## src/rtl/dose_alarm_scheduler_macros.svh

```systemverilog
// ---------------------------------------------------------------------------
// Dose alarm scheduler assertion macros
// Shared concurrent assertion forms for the scheduler RTL.
// ---------------------------------------------------------------------------
`ifndef DOSE_ALARM_SCHEDULER_MACROS_SVH
`define DOSE_ALARM_SCHEDULER_MACROS_SVH

// Check a consequent in the same cycle as its antecedent.
`define DAS_ASSERT_SAME(label, ante, cons, msg) \
    label: assert property (@(posedge clk) disable iff (!rst_n) (ante) |-> (cons)) \
        else $error(msg);

// Check a consequent in the cycle after its antecedent.
`define DAS_ASSERT_NEXT(label, ante, cons, msg) \
    label: assert property (@(posedge clk) disable iff (!rst_n) (ante) |=> (cons)) \
        else $error(msg);

`endif

```

## src/rtl/das_pkg.sv

```systemverilog
// ---------------------------------------------------------------------------
// Dose alarm scheduler package
// Widths, register indexes, day constants, slot spacing table and the
// request/response types of the shared minute unit.
// ---------------------------------------------------------------------------
package das_pkg;

    localparam int HOUR_W     = 5;
    localparam int MINSEC_W   = 6;
    localparam int MASK_W     = 3;
    localparam int DOSE_W     = 4;
    localparam int SLOT_W     = 4;
    localparam int MIN_W      = 11;
    localparam int CNT_W      = 5;
    localparam int CFG_COMP   = 3;
    localparam int CFG_IDX_W  = 3;
    localparam int CFG_DATA_W = 11;

    localparam logic [MIN_W:0]      DAY_MINUTES    = 12'(24 * 60);
    localparam logic [MINSEC_W-1:0] HOUR_MINUTES   = 6'd60;
    localparam logic [MINSEC_W-1:0] WINDOW_SECONDS = 6'd5;

    localparam logic [CFG_IDX_W-1:0] REG_ACTIVE_MASK = 3'd0;
    localparam logic [CFG_IDX_W-1:0] REG_DOSES_A     = 3'd1;
    localparam logic [CFG_IDX_W-1:0] REG_DOSES_B     = 3'd2;
    localparam logic [CFG_IDX_W-1:0] REG_DOSES_C     = 3'd3;
    localparam logic [CFG_IDX_W-1:0] REG_START_A     = 3'd4;
    localparam logic [CFG_IDX_W-1:0] REG_START_B     = 3'd5;
    localparam logic [CFG_IDX_W-1:0] REG_START_C     = 3'd6;

    typedef struct packed {
        logic [MIN_W-1:0] base;
        logic [MIN_W-1:0] addend;
        logic [MIN_W-1:0] target;
    } das_step_req_t;

    typedef struct packed {
        logic [MIN_W-1:0] wrapped;
        logic             hit;
    } das_step_rsp_t;

    // Spacing in minutes between doses for a clamped dose count.
    function automatic logic [MIN_W-1:0] gap_for(input logic [CNT_W-1:0] n);
        logic [MIN_W-1:0] g;
        case (n)
            5'd2:    g = 11'd720;
            5'd3:    g = 11'd480;
            5'd4:    g = 11'd360;
            5'd5:    g = 11'd288;
            5'd6:    g = 11'd240;
            5'd7:    g = 11'd205;
            5'd8:    g = 11'd180;
            5'd9:    g = 11'd160;
            5'd10:   g = 11'd144;
            5'd11:   g = 11'd130;
            5'd12:   g = 11'd120;
            5'd13:   g = 11'd110;
            5'd14:   g = 11'd102;
            5'd15:   g = 11'd96;
            5'd16:   g = 11'd90;
            default: g = 11'd0;
        endcase
        return g;
    endfunction

endpackage

```

## src/rtl/das_step_unit.sv

```systemverilog
// ---------------------------------------------------------------------------
// Dose alarm scheduler minute unit
// Shared adder with wrap at one day and slot-minute compare.
// ---------------------------------------------------------------------------
module das_step_unit
    import das_pkg::*;
(
    input  das_step_req_t req,
    output das_step_rsp_t rsp
);

    logic [MIN_W:0] sum;
    logic [MIN_W:0] sum_wrapped;

    always_comb
    begin
        sum         = {1'b0, req.base} + {1'b0, req.addend};
        sum_wrapped = (sum >= DAY_MINUTES) ? (sum - DAY_MINUTES) : sum;
        rsp.wrapped = sum_wrapped[MIN_W-1:0];
        rsp.hit     = (req.base == req.target);
    end

endmodule

```

## src/rtl/dose_alarm_scheduler.sv

```systemverilog
// ---------------------------------------------------------------------------
// Dose alarm scheduler
// Per-tick dose alarm raise, lid acknowledge and midnight clear for a set of
// pill compartments, walking dose slots through one shared minute unit.
// ---------------------------------------------------------------------------
// Usage:
//   Input channel (in_valid/in_ready) carries one polling tick: clock_hour,
//   clock_minute, clock_second and lid_open. Each tick yields exactly one
//   request on the output channel (out_valid/out_ready) with the alarm,
//   fired and taken masks, the last alarmed slot of each compartment and
//   day_cleared.
//   The configuration port (cfg_we, cfg_index, cfg_wdata) writes the active
//   mask, dose counts and start minutes; write it only while idle.
//   Sequence: a tick is accepted while idle, then each compartment passes
//   through load, a walk over s slots (0 up to DOSE_SLOTS) and finish,
//   and the result is written in the output step. The shared minute
//   adder steps one slot per cycle.
//   in_ready is high while the sequencer is idle; a finished result sits
//   in the output register, and a new tick is taken while it waits.
//   If the receiver stalls, the next tick finishes and waits in its final
//   step until the output register frees.
//   Reset clears configuration, taken marks, alarms and slots to zero.
// ---------------------------------------------------------------------------
`include "dose_alarm_scheduler_macros.svh"

module dose_alarm_scheduler
    import das_pkg::*;
#(
    parameter int COMPARTMENTS = 3,
    parameter int DOSE_SLOTS   = 9
)
(
    input  logic                  clk,
    input  logic                  rst_n,
    input  logic                  cfg_we,
    input  logic [CFG_IDX_W-1:0]  cfg_index,
    input  logic [CFG_DATA_W-1:0] cfg_wdata,
    input  logic                  in_valid,
    output logic                  in_ready,
    input  logic [HOUR_W-1:0]     clock_hour,
    input  logic [MINSEC_W-1:0]   clock_minute,
    input  logic [MINSEC_W-1:0]   clock_second,
    input  logic [MASK_W-1:0]     lid_open,
    output logic                  out_valid,
    input  logic                  out_ready,
    output logic [MASK_W-1:0]     alarm_mask,
    output logic [MASK_W-1:0]     fired_mask,
    output logic [MASK_W-1:0]     taken_mask,
    output logic [SLOT_W-1:0]     alarm_slot_a,
    output logic [SLOT_W-1:0]     alarm_slot_b,
    output logic [SLOT_W-1:0]     alarm_slot_c,
    output logic                  day_cleared
);

    localparam int CW    = (COMPARTMENTS > 1) ? $clog2(COMPARTMENTS) : 1;
    localparam int SHOWN = (COMPARTMENTS < CFG_COMP) ? COMPARTMENTS : CFG_COMP;

    localparam logic [2:0] S_IDLE   = 3'd0;
    localparam logic [2:0] S_LOAD   = 3'd1;
    localparam logic [2:0] S_SCAN   = 3'd2;
    localparam logic [2:0] S_FINISH = 3'd3;
    localparam logic [2:0] S_OUT    = 3'd4;

    logic [MASK_W-1:0]     active_mask_reg;
    logic [DOSE_W-1:0]     doses_reg [CFG_COMP];
    logic [MIN_W-1:0]      start_reg [CFG_COMP];

    logic [2:0]            state_reg, state_next;
    logic [CW-1:0]         comp_reg, comp_next;
    logic [SLOT_W-1:0]     slot_idx_reg, slot_idx_next;
    logic [MIN_W-1:0]      cur_min_reg, cur_min_next;
    logic [MIN_W-1:0]      target_reg, target_next;
    logic                  win_reg, win_next;
    logic                  clear_reg, clear_next;
    logic [MASK_W-1:0]     lid_reg, lid_next;
    logic [MASK_W-1:0]     fired_acc_reg, fired_acc_next;
    logic [MASK_W-1:0]     taken_acc_reg, taken_acc_next;

    logic [DOSE_SLOTS-1:0] taken_reg [COMPARTMENTS];
    logic [DOSE_SLOTS-1:0] taken_next [COMPARTMENTS];
    logic                  raised_reg [COMPARTMENTS];
    logic                  raised_next [COMPARTMENTS];
    logic [SLOT_W-1:0]     slot_reg [COMPARTMENTS];
    logic [SLOT_W-1:0]     slot_next [COMPARTMENTS];

    logic                  out_valid_reg, out_valid_next;
    logic [MASK_W-1:0]     alarm_mask_reg, alarm_mask_next;
    logic [MASK_W-1:0]     fired_mask_reg, fired_mask_next;
    logic [MASK_W-1:0]     taken_mask_reg, taken_mask_next;
    logic [SLOT_W-1:0]     slot_out_reg [CFG_COMP];
    logic [SLOT_W-1:0]     slot_out_next [CFG_COMP];
    logic                  day_cleared_reg, day_cleared_next;

    logic                  cur_active;
    logic                  cur_lid;
    logic [DOSE_W-1:0]     cur_doses;
    logic [MIN_W-1:0]      cur_start;
    logic [CNT_W-1:0]      cur_n;
    logic [MIN_W-1:0]      cur_gap;
    logic [DOSE_SLOTS-1:0] cur_taken;
    logic [DOSE_SLOTS-1:0] taken_shift;
    logic [DOSE_SLOTS-1:0] taken_cleared;
    logic                  cur_raised;
    logic [SLOT_W-1:0]     cur_slot;
    logic                  last_slot;
    logic                  last_comp;
    logic [MASK_W-1:0]     comp_bit;
    logic [MASK_W-1:0]     alarm_vec;
    logic [MIN_W-1:0]      hour_minutes;
    logic                  in_fire;
    logic                  out_free;

    das_step_req_t         step_req;
    das_step_rsp_t         step_rsp;

    das_step_unit u_step
    (
        .req (step_req),
        .rsp (step_rsp)
    );

    always_ff @(posedge clk or negedge rst_n)
    begin
        if (!rst_n)
        begin
            active_mask_reg <= '0;
            for (int i = 0; i < CFG_COMP; i++)
            begin
                doses_reg[i] <= '0;
                start_reg[i] <= '0;
            end
        end
        else if (cfg_we)
        begin
            case (cfg_index)
                REG_ACTIVE_MASK: active_mask_reg <= cfg_wdata[MASK_W-1:0];
                REG_DOSES_A:     doses_reg[0]    <= cfg_wdata[DOSE_W-1:0];
                REG_DOSES_B:     doses_reg[1]    <= cfg_wdata[DOSE_W-1:0];
                REG_DOSES_C:     doses_reg[2]    <= cfg_wdata[DOSE_W-1:0];
                REG_START_A:     start_reg[0]    <= cfg_wdata[MIN_W-1:0];
                REG_START_B:     start_reg[1]    <= cfg_wdata[MIN_W-1:0];
                REG_START_C:     start_reg[2]    <= cfg_wdata[MIN_W-1:0];
                default:         ;
            endcase
        end
    end

    always_comb
    begin
        cur_active = 1'b0;
        cur_lid    = 1'b0;
        cur_doses  = '0;
        cur_start  = '0;
        comp_bit   = '0;
        for (int i = 0; i < CFG_COMP; i++)
        begin
            if (int'(comp_reg) == i)
            begin
                cur_active  = active_mask_reg[i];
                cur_lid     = lid_reg[i];
                cur_doses   = doses_reg[i];
                cur_start   = start_reg[i];
                comp_bit[i] = 1'b1;
            end
        end
        cur_n = ({1'b0, cur_doses} > CNT_W'(DOSE_SLOTS)) ? CNT_W'(DOSE_SLOTS)
                                                         : {1'b0, cur_doses};
        cur_gap     = gap_for(cur_n);
        cur_taken   = taken_reg[comp_reg];
        cur_raised  = raised_reg[comp_reg];
        cur_slot    = slot_reg[comp_reg];
        taken_shift = cur_taken >> slot_idx_reg;
        last_slot   = (({1'b0, slot_idx_reg} + CNT_W'(1)) == cur_n);
        last_comp   = (int'(comp_reg) == COMPARTMENTS - 1);

        taken_cleared = clear_reg ? '0 : cur_taken;

        alarm_vec = '0;
        for (int i = 0; i < SHOWN; i++)
        begin
            alarm_vec[i] = raised_reg[i];
        end

        step_req.base   = (state_reg == S_LOAD) ? cur_start : cur_min_reg;
        step_req.addend = (state_reg == S_LOAD) ? '0 : cur_gap;
        step_req.target = target_reg;

        hour_minutes = {clock_hour, 6'b000000} - MIN_W'({clock_hour, 2'b00});
    end

    assign in_ready = (state_reg == S_IDLE);
    assign in_fire  = in_valid && in_ready;
    assign out_free = !out_valid_reg || out_ready;

    always_comb
    begin
        state_next       = state_reg;
        comp_next        = comp_reg;
        slot_idx_next    = slot_idx_reg;
        cur_min_next     = cur_min_reg;
        target_next      = target_reg;
        win_next         = win_reg;
        clear_next       = clear_reg;
        lid_next         = lid_reg;
        fired_acc_next   = fired_acc_reg;
        taken_acc_next   = taken_acc_reg;
        taken_next       = taken_reg;
        raised_next      = raised_reg;
        slot_next        = slot_reg;
        out_valid_next   = out_valid_reg && !out_ready;
        alarm_mask_next  = alarm_mask_reg;
        fired_mask_next  = fired_mask_reg;
        taken_mask_next  = taken_mask_reg;
        slot_out_next    = slot_out_reg;
        day_cleared_next = day_cleared_reg;

        case (state_reg)
            S_IDLE:
            begin
                if (in_fire)
                begin
                    target_next    = hour_minutes + MIN_W'(clock_minute);
                    win_next       = (clock_second < WINDOW_SECONDS)
                                     && (clock_minute < HOUR_MINUTES);
                    clear_next     = (clock_hour == '0) && (clock_minute == '0)
                                     && (clock_second < WINDOW_SECONDS);
                    lid_next       = lid_open;
                    comp_next      = '0;
                    fired_acc_next = '0;
                    taken_acc_next = '0;
                    state_next     = S_LOAD;
                end
            end
            S_LOAD:
            begin
                cur_min_next  = step_rsp.wrapped;
                slot_idx_next = '0;
                if (!cur_active || cur_raised || !win_reg || (cur_n == '0))
                begin
                    state_next = S_FINISH;
                end
                else
                begin
                    state_next = S_SCAN;
                end
            end
            S_SCAN:
            begin
                if (step_rsp.hit && !taken_shift[0])
                begin
                    raised_next[comp_reg] = 1'b1;
                    slot_next[comp_reg]   = slot_idx_reg;
                    fired_acc_next        = fired_acc_reg | comp_bit;
                    state_next            = S_FINISH;
                end
                else if (last_slot)
                begin
                    state_next = S_FINISH;
                end
                else
                begin
                    slot_idx_next = slot_idx_reg + SLOT_W'(1);
                    cur_min_next  = step_rsp.wrapped;
                end
            end
            S_FINISH:
            begin
                taken_next[comp_reg] = taken_cleared;
                if (cur_active && cur_raised && cur_lid)
                begin
                    for (int j = 0; j < DOSE_SLOTS; j++)
                    begin
                        if (int'(cur_slot) == j)
                        begin
                            taken_next[comp_reg][j] = 1'b1;
                        end
                    end
                    raised_next[comp_reg] = 1'b0;
                    taken_acc_next        = taken_acc_reg | comp_bit;
                end
                if (last_comp)
                begin
                    state_next = S_OUT;
                end
                else
                begin
                    comp_next  = comp_reg + CW'(1);
                    state_next = S_LOAD;
                end
            end
            S_OUT:
            begin
                if (out_free)
                begin
                    out_valid_next   = 1'b1;
                    alarm_mask_next  = alarm_vec;
                    fired_mask_next  = fired_acc_reg;
                    taken_mask_next  = taken_acc_reg;
                    day_cleared_next = clear_reg;
                    for (int i = 0; i < CFG_COMP; i++)
                    begin
                        slot_out_next[i] = '0;
                    end
                    for (int i = 0; i < SHOWN; i++)
                    begin
                        slot_out_next[i] = slot_reg[i];
                    end
                    state_next = S_IDLE;
                end
            end
            default:
            begin
                state_next = S_IDLE;
            end
        endcase
    end

    always_ff @(posedge clk or negedge rst_n)
    begin
        if (!rst_n)
        begin
            state_reg     <= S_IDLE;
            comp_reg      <= '0;
            slot_idx_reg  <= '0;
            out_valid_reg <= 1'b0;
            for (int i = 0; i < COMPARTMENTS; i++)
            begin
                taken_reg[i]  <= '0;
                raised_reg[i] <= 1'b0;
                slot_reg[i]   <= '0;
            end
        end
        else
        begin
            state_reg     <= state_next;
            comp_reg      <= comp_next;
            slot_idx_reg  <= slot_idx_next;
            out_valid_reg <= out_valid_next;
            taken_reg     <= taken_next;
            raised_reg    <= raised_next;
            slot_reg      <= slot_next;
        end
    end

    always_ff @(posedge clk)
    begin
        cur_min_reg     <= cur_min_next;
        target_reg      <= target_next;
        win_reg         <= win_next;
        clear_reg       <= clear_next;
        lid_reg         <= lid_next;
        fired_acc_reg   <= fired_acc_next;
        taken_acc_reg   <= taken_acc_next;
        alarm_mask_reg  <= alarm_mask_next;
        fired_mask_reg  <= fired_mask_next;
        taken_mask_reg  <= taken_mask_next;
        slot_out_reg    <= slot_out_next;
        day_cleared_reg <= day_cleared_next;
    end

    assign out_valid    = out_valid_reg;
    assign alarm_mask   = alarm_mask_reg;
    assign fired_mask   = fired_mask_reg;
    assign taken_mask   = taken_mask_reg;
    assign alarm_slot_a = slot_out_reg[0];
    assign alarm_slot_b = slot_out_reg[1];
    assign alarm_slot_c = slot_out_reg[2];
    assign day_cleared  = day_cleared_reg;

    `DAS_ASSERT_NEXT(a_accept_loads, in_fire, state_reg == S_LOAD,
        "accepted request did not start the slot walk")
    `DAS_ASSERT_SAME(a_scan_in_window, state_reg == S_SCAN, win_reg,
        "slot walk outside the alarm window")
    `DAS_ASSERT_SAME(a_slot_in_range, state_reg == S_SCAN,
        CNT_W'(slot_idx_reg) < cur_n, "slot index beyond slot count")
    `DAS_ASSERT_SAME(a_fired_raised, state_reg == S_OUT,
        (fired_acc_reg & ~taken_acc_reg & ~alarm_vec) == '0,
        "fired alarm neither raised nor acknowledged")

endmodule

```

## config.mk

```make
export PLATFORM = sky130hd
export DESIGN_NAME = dose_alarm_scheduler
export DESIGN_NICKNAME = d
export VERILOG_FILES = /design/src/rtl/das_pkg.sv /design/src/rtl/das_step_unit.sv /design/src/rtl/dose_alarm_scheduler.sv
export VERILOG_INCLUDE_DIRS = /design/src /design/src/rtl
export SDC_FILE = /design/constraint.sdc
export NUM_CORES = 1
export LEC_CHECK = 0
export BUFFER_PORTS_ARGS = -buffer_cell sky130_fd_sc_hd__buf_4
export CAP_MARGIN = 15
export CORE_AREA = 2 2 148 121
export CTS_BUF_LIST = sky130_fd_sc_hd__clkbuf_8
export DETAILED_ROUTE_END_ITERATION = 8
export DIE_AREA = 0 0 150 123
export PLACE_DENSITY = 0.66
export SYNTH_ARGS = -nofsm -noshare
export SYNTH_HDL_FRONTEND = slang
export SYNTH_SLANG_ARGS = --single-unit
export TNS_END_PERCENT = 30
```

## constraint.sdc

```tcl
create_clock -name clk -period 7.3 [get_ports clk]
set_input_delay 0.73 -clock clk [delete_from_list [all_inputs] [get_ports clk]]
set_output_delay 0.73 -clock clk [all_outputs]
set_load 0.05 [all_outputs]
```

======== Word level (Yosys, flattened, before mapping) ========
Memories as Yosys holds them, arrays and structs flattened.
Cells that the tools add are included.
operators by class
  add/subtract/negate cells ............... 7
  $lt $le $gt $ge ......................... 6
  eq/ne operators ......................... 30
  shifts and indexed selects .............. 1
  muxes and demuxes ....................... 107
  bitwise logic cells ..................... 15
  reduce and logical (&&, ||, !) cells .... 45
operators with widths
  cell                                                                 count
  2-to-1 mux 27 bit                                                    26
  bitwise OR 27 bit                                                    9
  demux 9 bit (select 2 bit)                                           10
  2-to-1 mux 11 bit                                                    8
  2-to-1 mux 9 bit                                                     5
  2-to-1 mux 4 bit                                                     10
  2-to-1 mux 3 bit                                                     11
  bitwise mux 27 bit                                                   1
  case mux 11 bit (2 select lines)                                     1
  == test 4 bit, second input constant                                 5
  AND reduction 2 bit                                                  10
  binary-select mux 9 bit (select 2 bit)                               1
  case mux 3 bit (2 select lines)                                      3
  AND reduction 3 bit                                                  6
  2-to-1 mux 1 bit                                                     16
  case mux 3 bit (5 select lines)                                      1
  adder 11 x 11 -> 12 bit                                              1
  bitwise mux 12 bit                                                   1
  == test 3 x 2 -> 1 bit, second input constant                        4
  == test 3 bit, second input constant                                 4
  greater-or-equal comparator 12 x 11 -> 1 bit, second input constant  1
  != test 2 bit, second input constant                                 6
  adder 11 x 6 -> 11 bit                                               1
  == test 11 bit                                                       1
  42 further kinds                                                     69
word-level totals
  bits in registers ....................... 155
  ROM bits ................................ 320
  input port bits ......................... 39
  output and inout port bits .............. 24
  logic and storage cells ................. 246
  memories kept ........................... 1
memory list
  name              depth  bits a word  rd ports  clocked after memory_dff  wr ports  RTL line       RTL
  (name not given)  32     10           1         0                         0         das_pkg.sv:45  case (n)

======== Longest topological paths before layout ========
  word-level depth ........................ 41
  depth in mapped cells ................... 24

======== By module ========
Synthesis repeated with hierarchy kept, for this count alone.
second synthesis, totals
  cell total of the unflattened synthesis .. 742
  area total of the unflattened synthesis .. 8134.1 µm²
by module, submodules not included
  module                instances  cells each  area an instance (µm²)  seq. area each (µm²)
  dose_alarm_scheduler  1          635         7298.2                  4154.0
  das_step_unit         1          107         835.8                   0.0

======== Least setup slack after synthesis ========
No wires, ideal clock.
  path type ............................... reg2reg
  from .................................... reg comp_reg[1]
  to ...................................... reg cur_min_reg[5] (data pin)
  setup time .............................. 0.269 ns
  arrival time ............................ 4.755 ns
  data required time ...................... 7.031 ns
  path slack .............................. 2.276 ns
  stages on the path, launching flop included .. 25
  period minus slack after synthesis ...... 5.024 ns
  cells stage by stage .................... dfrtp_1 -> buf_2 -> buf_2 -> inv_1 -> ha_1 -> buf_2 -> clkbuf_1 -> nand3b_1 -> a2bb2oi_1 -> o21ai_0 -> and2_1 -> inv_1 -> ha_1 -> and3_1 -> ha_1 -> inv_1 -> fa_1 -> nor2b_1 -> o2111ai_1 -> nand4b_1 -> a41oi_1 -> or4_1 -> o31a_1 -> nand2_1 -> xor2_1
on the way
  cells in the longest elaborated chain, start to end .. 14
ends and longest elaborated chain
  what                                                                               RTL line                     RTL
  from (decl)                                                                        dose_alarm_scheduler.sv:69   logic [CW-1:0] comp_reg, comp_next;
  from (signal assigned)                                                             dose_alarm_scheduler.sv:336  comp_reg <= comp_next;
  zero test 2 bit                                                                    dose_alarm_scheduler.sv:157  if (int'(comp_reg) == i)
  2-to-1 mux 4 bit (3 in a row)                                                      dose_alarm_scheduler.sv:157
  greater-than comparator 4 bit                                                      dose_alarm_scheduler.sv:166  cur_n = ({1'b0, cur_doses} > CNT_W'(DOSE_SLOTS)) ? CNT_W'(DOSE_SLOTS)
  2-to-1 mux 4 bit                                                                   dose_alarm_scheduler.sv:166
  memory read (32 x 10 bit)                                                          n/a
  2-to-1 mux 11 bit                                                                  dose_alarm_scheduler.sv:185  step_req.addend = (state_reg == S_LOAD) ? '0 : cur_gap;
  adder 11 x 11 -> 12 bit *                                                          das_step_unit.sv:17          sum = {1'b0, req.base} + {1'b0, req.addend};
  subtractor 11 bit or greater-or-equal comparator 12 x 11 -> 1 bit (tied branches)  das_step_unit.sv:18          sum_wrapped = (sum >= DAY_MINUTES) ? (sum - DAY_MINUTES) : sum;
  2-to-1 mux 11 bit *                                                                das_step_unit.sv:18
  2-to-1 mux 11 bit                                                                  dose_alarm_scheduler.sv:256  else if (last_slot)
  2-to-1 mux 11 bit                                                                  dose_alarm_scheduler.sv:249  if (step_rsp.hit && !taken_shift[0])
  case mux 11 bit (2 select lines) *                                                 dose_alarm_scheduler.sv:217  case (state_reg)
  net cur_min_next[5]                                                                dose_alarm_scheduler.sv:71   logic [MIN_W-1:0] cur_min_reg, cur_min_next;
  to (signal assigned)                                                               dose_alarm_scheduler.sv:347  cur_min_reg <= cur_min_next;
  to (decl)                                                                          dose_alarm_scheduler.sv:71
The timed path passes the listed nets; every way through them passes the cells marked *. The select of a mux whose other input is x is not followed.
A chain may end at the register's enable or synchronous reset.

======== Worst setup path in the final report ========
  from .................................... reg comp_reg[0]
  to ...................................... reg cur_min_reg[6] (data pin)
Same word-level chain as after synthesis.

==> results.cfg <==
[status]
status = complete, no violations

[clock_network]
clock_latency_ns = 0.45
clock-sinks = 155
clkTransAtPathRegs_ns = 0.09
cts_root_buf = clkbuf_8
h-tree-depth = 4
clock_path_buffers = 2
numCtsBuffers = 17
cts_tree = built
ctsHoldBuffers = 0
post-cts-setup-buffers = 0
ctsResizeCount = 0

[global_routing]
antenna_found_initial = 0
grt_max_degree = 52
grt_overflow = 0
grt.total_usage_pct = 22.7
grt_pass1_wl_um = 32100
grt_pass1_vias = 6042

[pwr]
switching_share_pct = 43.3
p_leak_nw = 3.94
pwr-share-clk_pct = 15.6
max-vdd-ir-drop_v = 0.000174
powerDensity_nw_per_um2 = 410
p_comb_share_pct = 52.8
p_switching_mw = 1.66
internal_power_mw = 2.17
pwr-share-seq_pct = 31.5

[detailed_routing]
drt_drc_violations_left = 0
final_antenna_net_count = 0
routed_wl_um = 20000
viasPerCell = 5.89
wire_per_inst_um = 18.8
drt-initial-drc-count = 605
firstDrtPassIters = 5
num_vias = 6274

[synthesis]
synth-simple-area-share_pct = 15.3
synth_top_cell_by_area = dfrtp_1
synth_top_area_share_pct = 30.1
ys_ff_latch = 155
synth-xor-area-share_pct = 2.32
ys_types = 73
synthAdderAreaFrac_pct = 3.85
synth_area_um2 = 8320
synth_top_family_by_area = simple AND/OR/NAND/NOR gates
yosys_warnings = 0
ys_top_cells_by_area = dfrtp_1, edfxtp_1, mux2_2
yosysSeqAreaShare_pct = 50.0
syn_inst = 770
synthArstFlopShare_pct = 64.5
synth_compound_area_share_pct = 14.7
synth_edf_count = 55
synth.area.mux_share_pct = 10.7
syn_nets = 834
synth-main-ff-cell = dfrtp_1
synth.avg_cell_area_um2 = 10.8

[setup_path]
crit_fanout = 19
cp.arrival_ns = 6.28
cp-end-kind = flop
crit_required_ns = 7.60
startpoint_type = flop
crit_type = flop to flop

[placed_design]
port_buffers = 62
dp_hpwl_um = 14600
gp_congestion = 0.871

[job]
cap_violations = 0

[min_path]
hold_path_class = input port to asynchronous set/reset pin

[final_layout]
fillerInstances = 1455
drive_above_1_share_pct = 21.7
syn2layout_area_growth_pct = 12.3
largest_register_ffs = 33
num-nets-final = 891
antenna_cells = 0

[floorplan]
rows = 43
die_h_um = 123
ios = 63
die-area_um2 = 18500
core_um2 = 17000
die_w_um = 150
start_util_pct = 48.9

[sta]
fmax_mhz = 167
holdWs_ns = 0.293
rsz0062_at_grt = no
final-hold-violation-count = 0
fin_crit_sh_pct = 82.0
setup_viol = 0
relSlewSlack_pct = 32.8
tightest_slew_ns = 1.01
finClkSkew_ns = 0.0191
setup_tns_ns = 0
fin_crit_ns = 5.99
maxSlewViolCount = 0
-- path summary, 6_finish.rpt --
check	from	endpoint	slack, ns	cells past startpoint
min in group clk	lid_open[0]	lid_reg[0]	0.46	1
max in group asynchronous	rst_n	start_reg[27]	5.90	2
min	rst_n	asynchronous set/reset pin	0.29	1
max reg2reg	comp_reg[0]	cur_min_reg[6]	1.31	21
min reg2reg	taken_acc_reg[2]	taken_mask[2]	0.46	0
max	comp_reg[0]	cur_min_reg[6]	1.31	21
-- metrics by stage --
| stage | util (%) | instance area [um2] | setup slack [ns] | total power [mW] | cells |
|---|---|---|---|---|---|
| final | 54.9 | 9340 | 1.31 | 3.83 | 1065 |
| after global routing | 54.9 | 9340 | 0.853 | 4.10 | 1065 |
| after CTS | 54.9 | 9330 | 1.51 | 3.80 | 1064 |
| after detailed placement | 52.8 | 8970 | 1.55 | 3.19 | 1032 |
| after global placement | 52.8 | 8970 | 1.84 | 3.13 | 1032 |
| after floorplan | - | 8320 | 2.28 | 2.72 | 770 |
-- synth_stat cells (11+ instances only) --
library cell / number
nor2_1: 57
nor3_1: 18
mux2_2: 63
o21ai_0: 47
a21oi_1: 20
a211oi_1: 11
nand2_1: 82
buf_2: 13
nor2b_1: 11
a31oi_1: 11
inv_1: 27
xnor2_1: 15
ha_1: 24
nand3b_1: 14
dfrtp_1: 100
clkbuf_1: 15
a22oi_1: 13
edfxtp_1: 55
mux2i_1: 15
-- per-layer routing --
layer  part of all wire, %  vias to the layer above  track usage, %
li1                      -                     2940               -
met1                    48                     3070            34.0
met2                    44                      239            34.3
met3                   6.5                       25            3.73
met4                   1.2                        0            6.13
met5                     0                        -               0
-- power by group through the flow --
| stage | sequential [mW] | combinational, mW | clock (mW) |
|---|---|---|---|
| CTS | 1.21 | 1.98 | 0.611 |
| global placement | 1.22 | 1.92 | 0 |
| detailed placement | 1.22 | 1.97 | 0 |
| floorplan | 1.18 | 1.54 | 0 |
| finish | 1.21 | 2.02 | 0.598 |
| global route | 1.22 | 2.22 | 0.653 |
-- area by class of cell --
type | instances | area [um2] | area share, %
timing repair buffer | 71 | 533 | 5.71
multi-input combinational | 554 | 3910 | 41.8
clock inverter | 15 | 125 | 1.34
tap | 225 | 282 | 3.01
sequential | 155 | 4150 | 44.5
inverter | 28 | 105 | 1.13
clock buffer | 17 | 234 | 2.51
-- logic make-up after synthesis --
| group | after synthesis |
|---|---|
| simple gates | 251 |
| mux | 80 |
| compound gates | 176 |
| fa+ha+maj | 25 |
| buf+inv | 61 |
| xor+xnor | 22 |
| flops | 155 |
-- cell usage in the layout, fill, tap and decap left out, types with 6 or more instances in the layout --
cell type  instances
a22oi_1           13
or2_2              6
clkbuf_8          17
a21o_1             8
inv_1             29
a211oi_1          10
and2_1             8
a31oi_1           11
o2bb2ai_1          7
ha_1              24
mux2_2            63
xnor2_1           15
nor2b_1           11
dfrtp_1          100
xor2_1             7
mux2i_1           15
nand2_1           82
and3_1             8
nand3b_1          14
nand2b_1           8
nand3_1           10
a221o_1            7
nor2_1            57
o21a_1            10
edfxtp_1          55
o21ai_0           47
nor3_1            18
buf_4             71
a21oi_1           20
-- critical path: stages, from the launching register on --
cell and delay (ns):
dfrtp_1 0.36, buf_4 0.20, inv_1 0.14, ha_1 0.56, clkinv_1 0.51, a31oi_1 0.63, o21ai_0 0.24, and2_1 0.26
inv_1 0.09, ha_1 0.21, and3_1 0.20, ha_1 0.21, inv_1 0.07, fa_1 0.40, nor2b_1 0.22, o2111ai_1 0.17
nand4b_1 0.18, a41oi_1 0.19, or4_1 0.46, o31a_1 0.17, nand2_1 0.13, mux2i_1 0.23
(Power assumes the default switching activity.)
